$ cat config.mk
export PLATFORM = sky130hd
export DESIGN_NAME = lru_key_value_cache_core
export DESIGN_NICKNAME = d
export VERILOG_FILES = /design/src/hw/rtl/lkvc_pkg.sv /design/src/hw/rtl/lkvc_cell.sv /design/src/hw/rtl/lru_key_value_cache_core.sv
export SDC_FILE = /design/constraint.sdc
export NUM_CORES = 1
export LEC_CHECK = 0
export BUFFER_PORTS_ARGS = -buffer_cell sky130_fd_sc_hd__buf_2
export CORE_MARGIN = 5
export CORE_UTILIZATION = 25
export DETAILED_ROUTE_END_ITERATION = 10
export PLACE_DENSITY_LB_ADDON = 0.3
export SYNTH_ARGS = -nofsm -noshare
export SYNTH_HDL_FRONTEND = slang
export SYNTH_SLANG_ARGS = --single-unit
$ cat constraint.sdc
create_clock -name clk -period 7.6 [get_ports clk]
set_input_delay 0.38 -clock clk [delete_from_list [all_inputs] [get_ports clk]]
set_output_delay 0.38 -clock clk [all_outputs]
set_load 0.05 [all_outputs]
$ cat src/hw/rtl/lkvc_pkg.sv
// Shared constants and types for the LRU key-value cache.
`timescale 1ns / 1ps
`default_nettype none
package lkvc_pkg;

	localparam int ENTRIES    = 16;
	localparam int KEY_BITS   = 32;
	localparam int VALUE_BITS = 32;
	localparam int CAP_BITS   = 5;
	localparam int CNT_BITS   = $clog2(ENTRIES + 1);
	localparam int CMP_BITS   = (CNT_BITS > CAP_BITS) ? CNT_BITS : CAP_BITS;

	localparam logic [CAP_BITS-1:0] CAP_RESET = CAP_BITS'(16);

	typedef enum logic {
		OP_READ  = 1'b0,
		OP_WRITE = 1'b1
	} lkvc_op_t;

	// one slot of the recency chain
	typedef struct packed {
		logic                  valid;
		logic [KEY_BITS-1:0]   key;
		logic [VALUE_BITS-1:0] value;
	} lkvc_entry_t;

	// flows from the least recent cell towards the head
	typedef struct packed {
		logic                  tail_hit;
		logic [VALUE_BITS-1:0] sel_value;
	} lkvc_link_t;

	// broadcast to every cell
	typedef struct packed {
		logic upd;
		logic hit;
		logic evict;
	} lkvc_cmd_t;

endpackage
`default_nettype wire

$ cat src/hw/rtl/lkvc_cell.sv
// One recency slot of the cache: compare, hand on and shift.
`timescale 1ns / 1ps
`default_nettype none
module lkvc_cell (
	input  wire                            clk,
	input  wire                            arst_n,
	input  wire lkvc_pkg::lkvc_cmd_t       cmd,
	input  wire [lkvc_pkg::KEY_BITS-1:0]   lookup_key,
	input  wire lkvc_pkg::lkvc_entry_t     prev,
	output lkvc_pkg::lkvc_entry_t          own,
	input  wire lkvc_pkg::lkvc_link_t      link_in,
	output lkvc_pkg::lkvc_link_t           link_out
);
	import lkvc_pkg::*;

	logic                  valid_q;
	logic [KEY_BITS-1:0]   key_q;
	logic [VALUE_BITS-1:0] value_q;
	logic                  match;
	logic                  shift;

	assign match = valid_q && (key_q == lookup_key);

	assign link_out.tail_hit  = match | link_in.tail_hit;
	assign link_out.sel_value = link_in.sel_value | (match ? value_q : '0);

	always_comb begin
		priority if (!cmd.upd) begin
			shift = 1'b0;
		end else if (cmd.hit) begin
			shift = link_out.tail_hit;
		end else if (cmd.evict) begin
			shift = valid_q;
		end else begin
			shift = prev.valid;
		end
	end

	always_ff @(posedge clk or negedge arst_n) begin
		if (!arst_n) begin
			valid_q <= 1'b0;
		end else if (shift) begin
			valid_q <= prev.valid;
		end
	end

	always_ff @(posedge clk) begin
		if (shift) begin
			key_q   <= prev.key;
			value_q <= prev.value;
		end
	end

	assign own.valid = valid_q;
	assign own.key   = key_q;
	assign own.value = value_q;

endmodule
`default_nettype wire

$ cat src/hw/rtl/lru_key_value_cache_core.sv
// Top level of the LRU key-value cache: request register, cell chain, result register.
`timescale 1ns / 1ps
`default_nettype none
// Fully associative key-value cache with least-recently-used replacement, held as a
// row of cells ordered by recency (the head cell is the most recent). A request is
// taken into a register, then every cell compares its key, the row shifts by one slot
// up to the hit, insert or victim position, and the result is registered. One request
// per cycle is sustained while the result side does not stall; a result is registered
// when its request leaves the request register, which waits while a registered result
// is stalled. The rate is set by the compare and shift across the cell row. A read miss
// and every write return read_value zero. The capacity register counts 0 as 1 and
// saturates above the number of cells.
module lru_key_value_cache_core (
	input  wire                                 clk,
	input  wire                                 arst_n,
	input  wire                                 cfg_we,
	input  wire [lkvc_pkg::CAP_BITS-1:0]        cfg_wdata,
	input  wire                                 in_valid,
	output logic                                in_stall,
	input  wire                                 opcode,
	input  wire [lkvc_pkg::KEY_BITS-1:0]        lookup_key,
	input  wire [lkvc_pkg::VALUE_BITS-1:0]      write_value,
	output logic                                out_valid,
	input  wire                                 out_stall,
	output logic                                hit,
	output logic [lkvc_pkg::VALUE_BITS-1:0]     read_value
);
	import lkvc_pkg::*;

	logic [CAP_BITS-1:0]   capacity_limit_q;
	logic [CNT_BITS-1:0]   entry_count_q;
	logic                  item_vld_s1;
	lkvc_op_t              opcode_s1;
	logic [KEY_BITS-1:0]   key_s1;
	logic [VALUE_BITS-1:0] value_s1;
	logic                  out_valid_q;
	logic                  hit_q;
	logic [VALUE_BITS-1:0] read_value_q;

	logic                  advance;
	logic                  found;
	logic                  full;
	logic [CMP_BITS-1:0]   cap_ext;
	logic [CMP_BITS-1:0]   eff_cap;
	logic [VALUE_BITS-1:0] hit_value;
	lkvc_cmd_t             cmd;
	lkvc_entry_t           ent [ENTRIES+1];
	lkvc_link_t            lnk [ENTRIES+1];

	assign advance  = item_vld_s1 && (!out_valid_q || !out_stall);
	assign in_stall = item_vld_s1 && !advance;

	assign cap_ext = CMP_BITS'(capacity_limit_q);
	always_comb begin
		priority if (cap_ext == '0) begin
			eff_cap = CMP_BITS'(1);
		end else if (cap_ext > CMP_BITS'(ENTRIES)) begin
			eff_cap = CMP_BITS'(ENTRIES);
		end else begin
			eff_cap = cap_ext;
		end
	end
	assign full = CMP_BITS'(entry_count_q) >= eff_cap;

	assign found     = lnk[0].tail_hit;
	assign hit_value = lnk[0].sel_value;

	assign cmd.upd   = advance && (found || (opcode_s1 == OP_WRITE));
	assign cmd.hit   = found;
	assign cmd.evict = !found && full;

	assign ent[0].valid = 1'b1;
	assign ent[0].key   = key_s1;
	assign ent[0].value = (found && (opcode_s1 == OP_READ)) ? hit_value : value_s1;

	assign lnk[ENTRIES] = '0;

	for (genvar i = 0; i < ENTRIES; i++) begin : g_cell
		lkvc_cell u_cell (
			.clk        (clk),
			.arst_n     (arst_n),
			.cmd        (cmd),
			.lookup_key (key_s1),
			.prev       (ent[i]),
			.own        (ent[i+1]),
			.link_in    (lnk[i+1]),
			.link_out   (lnk[i])
		);
	end

	always_ff @(posedge clk or negedge arst_n) begin
		if (!arst_n) begin
			capacity_limit_q <= CAP_RESET;
			entry_count_q    <= '0;
			item_vld_s1      <= 1'b0;
			out_valid_q      <= 1'b0;
		end else begin
			if (cfg_we) begin
				capacity_limit_q <= cfg_wdata;
			end
			if (advance && (opcode_s1 == OP_WRITE) && !found && !full) begin
				entry_count_q <= entry_count_q + CNT_BITS'(1);
			end
			if (in_valid && !in_stall) begin
				item_vld_s1 <= 1'b1;
			end else if (advance) begin
				item_vld_s1 <= 1'b0;
			end
			if (advance) begin
				out_valid_q <= 1'b1;
			end else if (!out_stall) begin
				out_valid_q <= 1'b0;
			end
		end
	end

	always_ff @(posedge clk) begin
		if (in_valid && !in_stall) begin
			opcode_s1 <= lkvc_op_t'(opcode);
			key_s1    <= lookup_key;
			value_s1  <= write_value;
		end
		if (advance) begin
			hit_q        <= found;
			read_value_q <= (found && (opcode_s1 == OP_READ)) ? hit_value : '0;
		end
	end

	assign out_valid  = out_valid_q;
	assign hit        = hit_q;
	assign read_value = read_value_q;

endmodule
`default_nettype wire

==> results.md <==
* Power density over the cells at 287 nW/um^2
* Number of flops mapped to enable cells by yosys at 1,122
* Result of the run: completed
* Library cell contributing the largest single delay on the critical path: sky130_fd_sc_hd__edfxtp_1
* Mean instance size in the synthesized netlist at 17.4 sq um
* Clk sinks at 1,150
* Maximum clock skew at final layout at 0.0250 ns
* Main synth FF type: sky130_fd_sc_hd__edfxtp_1
* Congestion Overflow GR at 0
* Max Transition Viols Final at 0
* Layout overhead on the synthesized area at 17.9%
* Via count normalized by instance count at 4.83
* Fraction of layout cells with a size suffix above 1 at 0.153
* Main combinational cell family by area after synthesis: XOR/XNOR gates
* Critical Path, Cell by Cell: xnor2_1 > nand4_1 > nor3_1 > and4_2 > nor4_4 > nand3_1 > nor2_1 > nand2_1 > a21oi_4 > buf_4
* Vias in the first global route at 26,835
* Proportion of synthesized chip area in sequential cells at 0.744
* LEAKAGE at 0.0176 uW
* Final worst hold slack at 0.360 ns
* Final setup vio count at 0
* Final weighted congestion of routability-driven global placement at 0.887
* Total routing resource utilization after global routing at 0.150
* Antenna violations before repair at 6
* Gate family responsible for the most delay along the worst path: simple AND/OR/NAND/NOR gates
* Horizontal die dimension at 440 um
* Min Tclk post-route at 5.68 ns
* Height of the die at 440 um
* Top cells by area in the synthesized netlist: sky130_fd_sc_hd__edfxtp_1 (73%), sky130_fd_sc_hd__xor2_1 (7.5%), sky130_fd_sc_hd__a221oi_1 (2.3%)
* Cells after Synth at 2,658
* Mux contribution to synthesized area at 0.00498
* Transition time of the tightest slew-check pin at 1.27 ns
* Number of buffers created by CTS at 116
* Nets in the synthesized netlist at 2,739
* Share of the synthesized area in the top cell type at 0.729
* Total Wirelength at 150,000 um
* Worst EP required at 7.97 ns
* Setup repair after global routing missed its margin: false
* Netlist area before placement at 46,200 sq um
* Largest fanout on the critical path at 32
* Largest area contributor in the synthesized netlist: sky130_fd_sc_hd__edfxtp_1
* Basic-gate share of the synthesized area counting and, or, nand and nor cells at 0.0596
* I/O pin count at 110
* Post-layout power at 15,700 uW
* DR iter-0 viols at 2,590
* Number of iterations in the first detailed-routing pass at 6
* Largest net degree at the start of global routing at 65
* Arr. time, crit path at 6.04 ns
* Kind of critical path: reg2reg
* Max-cap violations at 0
* Clock tree root buffer cell: sky130_fd_sc_hd__clkbuf_16
* Hold WC Path Type: in2async
* Initial Util at 0.252
* Final-layout fill cell count at 18,092
* Total negative slack at 0 ns
* Highest cell delay on the worst timing path at 1.20 ns
* Share of synthesized cell area in full adder, half adder and majority cells at 0.00162
* Ys Warns at 0
* Core Region at 183,000 sq um
* Maximum level of the CTS H-tree at 3
* Die Footprint at 194,000 sq um
* Number of hold-slack violations in the final timing report at 0
* Critical Path Source Type: flip-flop
* Skew-Pair Late Insertion Delay at 0.74 ns
* Total buffers and inverters traversed by the critical path at 1
* Cell row count at 157
* Headroom to the max-slew limit at 0.152
* HPWL Detailed at 94,000 um
* Buffers on Ports at 109
* Post-synthesis sequential element count at 1,150
* Setup ws final at 1.92 ns
* Post-layout net count at 3,001
* Via count at 26,512
* Number of unique standard cell types used by synthesis at 75
* Highest Clock Rate at 176 MHz
* Inst Count DP at 5,187
* Count of nets left with antenna violations after detail routing at 0
* Maximum clock path buffer count at 3
* Final period util at 0.747
* Clock edge transition at the registers on the reported setup and hold paths at 0.06 ns
* Crit path capture type: flip-flop
* Number of cells in the finished layout apart from fillers at 5,488
* TritonCTS clock tree: yes
* DRC viols at 0
* Compound-Gate Fraction of Synth Area at 0.0731
* Wire length of the first global-routing pass at 208,000 um
* Post-synthesis async set-or-reset flop share at 0.0243
* Buffers inserted during post-CTS setup optimization at 0
* Per-cell routed wire length at 27.3 um
* Post-Place Setup Slack at 1.94 ns
* Largest vdd supply drop at 0.000169 V
* Synthesized-area fraction occupied by xor and xnor cells at 0.0962
[registers in the layout, summed over array words and instances, names as in the netlist]
name / cells
key_s1: 32
item_vld_s1: 1
out_valid: 1
value_s1: 32
opcode_s1: 1
g_cell.u_cell.valid_q: 16
hit: 1
cap_ext: 5
g_cell.u_cell.value_q: 512
entry_count_q: 5
g_cell.u_cell.key_q: 512
read_value: 32
[area by class of cell]
class,count,area (sq um),area share
diodes,5,12.5,0.000229
clock buffers,143,3050,0.0559
clock inverters,74,788,0.0145
inverters,15,60.1,0.00110
multi-input cells,1360,11100,0.203
flip-flops and latches,1150,34400,0.631
well taps,2464,3080,0.0565
repair buffers,277,2050,0.0377
[cell usage in the layout (no fill, tap or decap), drive strengths merged, types with 27 or more instances in the layout]
cell type    Yosys  layout
edfxtp        1122    1122
xor2           395     395
buf             92     198
nor4           158     158
clkbuf          41     143
a22o           121     121
a221oi         121     121
xnor2          113     113
dlygate4sd3      0      79
nand4           61      61
nand2           52      52
clkinv           0      46
nor3            41      41
nand3           38      38
a21o            37      37
dfrtp           27      27
[metrics by stage]
step / util / instance area (sq um)
floorplan: - / 46200
global placement: 0.272 / 49900
detailed placement: 0.272 / 49900
CTS: 0.297 / 54500
global route: 0.297 / 54500
finish: 0.297 / 54500
[per-layer routing]
layer  GRT usage  share of wire
met5           0              0
met4      0.0524          0.033
met1       0.201           0.42
met3      0.0258          0.078
met2       0.246           0.47
[cells in the mapped netlist (34+ instances only)]
library cell               instances
sky130_fd_sc_hd__xnor2_1         113
sky130_fd_sc_hd__nand3_1          38
sky130_fd_sc_hd__buf_6            34
sky130_fd_sc_hd__nand4_1          60
sky130_fd_sc_hd__a21o_1           37
sky130_fd_sc_hd__clkbuf_1         41
sky130_fd_sc_hd__nor3_1           36
sky130_fd_sc_hd__a221oi_1        121
sky130_fd_sc_hd__a22o_1          121
sky130_fd_sc_hd__nor4_1          146
sky130_fd_sc_hd__nand2_1          52
sky130_fd_sc_hd__edfxtp_1       1122
sky130_fd_sc_hd__xor2_1          395
[timing repair]
| action | 4_1_cts | 5_1_grt |
|---|---|---|
| hold buffers | 79 | 0 |
| endpoints found under the hold margin | 99 | 0 |
| resized for setup | 0 | 0 |
[cell families after synthesis]
kind of cell | after synthesis
mux | 21
compound gates | 382
flops | 1150
simple gates | 443
fa+ha+maj | 6
buf+inv | 148
xor+xnor | 508
[path summary, 6_finish.rpt]
path | startpoint | endpoint | slack, ns | cells after the start
max in group asynchronous | arst_n | g_cell[1].u_cell.valid_q$_DFFE_PN0P_ | 6.66 | 2
min in group clk | lookup_key[0] | key_s1[0]$_DFFE_PP_ | 0.36 | 2
min reg2reg | g_cell[7].u_cell.value_q[6]$_DFFE_PP_ | g_cell[8].u_cell.value_q[6]$_DFFE_PP_ | 0.43 | 0
max reg2reg | key_s1[22]$_DFFE_PP_ | g_cell[11].u_cell.key_q[20]$_DFFE_PP_ | 1.92 | 10
min | arst_n | cap_ext[2]$_DFFE_PN0P_ | 0.36 | 2
max | key_s1[22]$_DFFE_PP_ | g_cell[11].u_cell.key_q[20]$_DFFE_PP_ | 1.92 | 10
[report_power, final]
group	switching (uW)	internal [uW]	total [uW]
sequential	463	7750	8220
clock	2530	3360	5890
combinational	1090	457	1550
(Power assumes the default switching activity.)
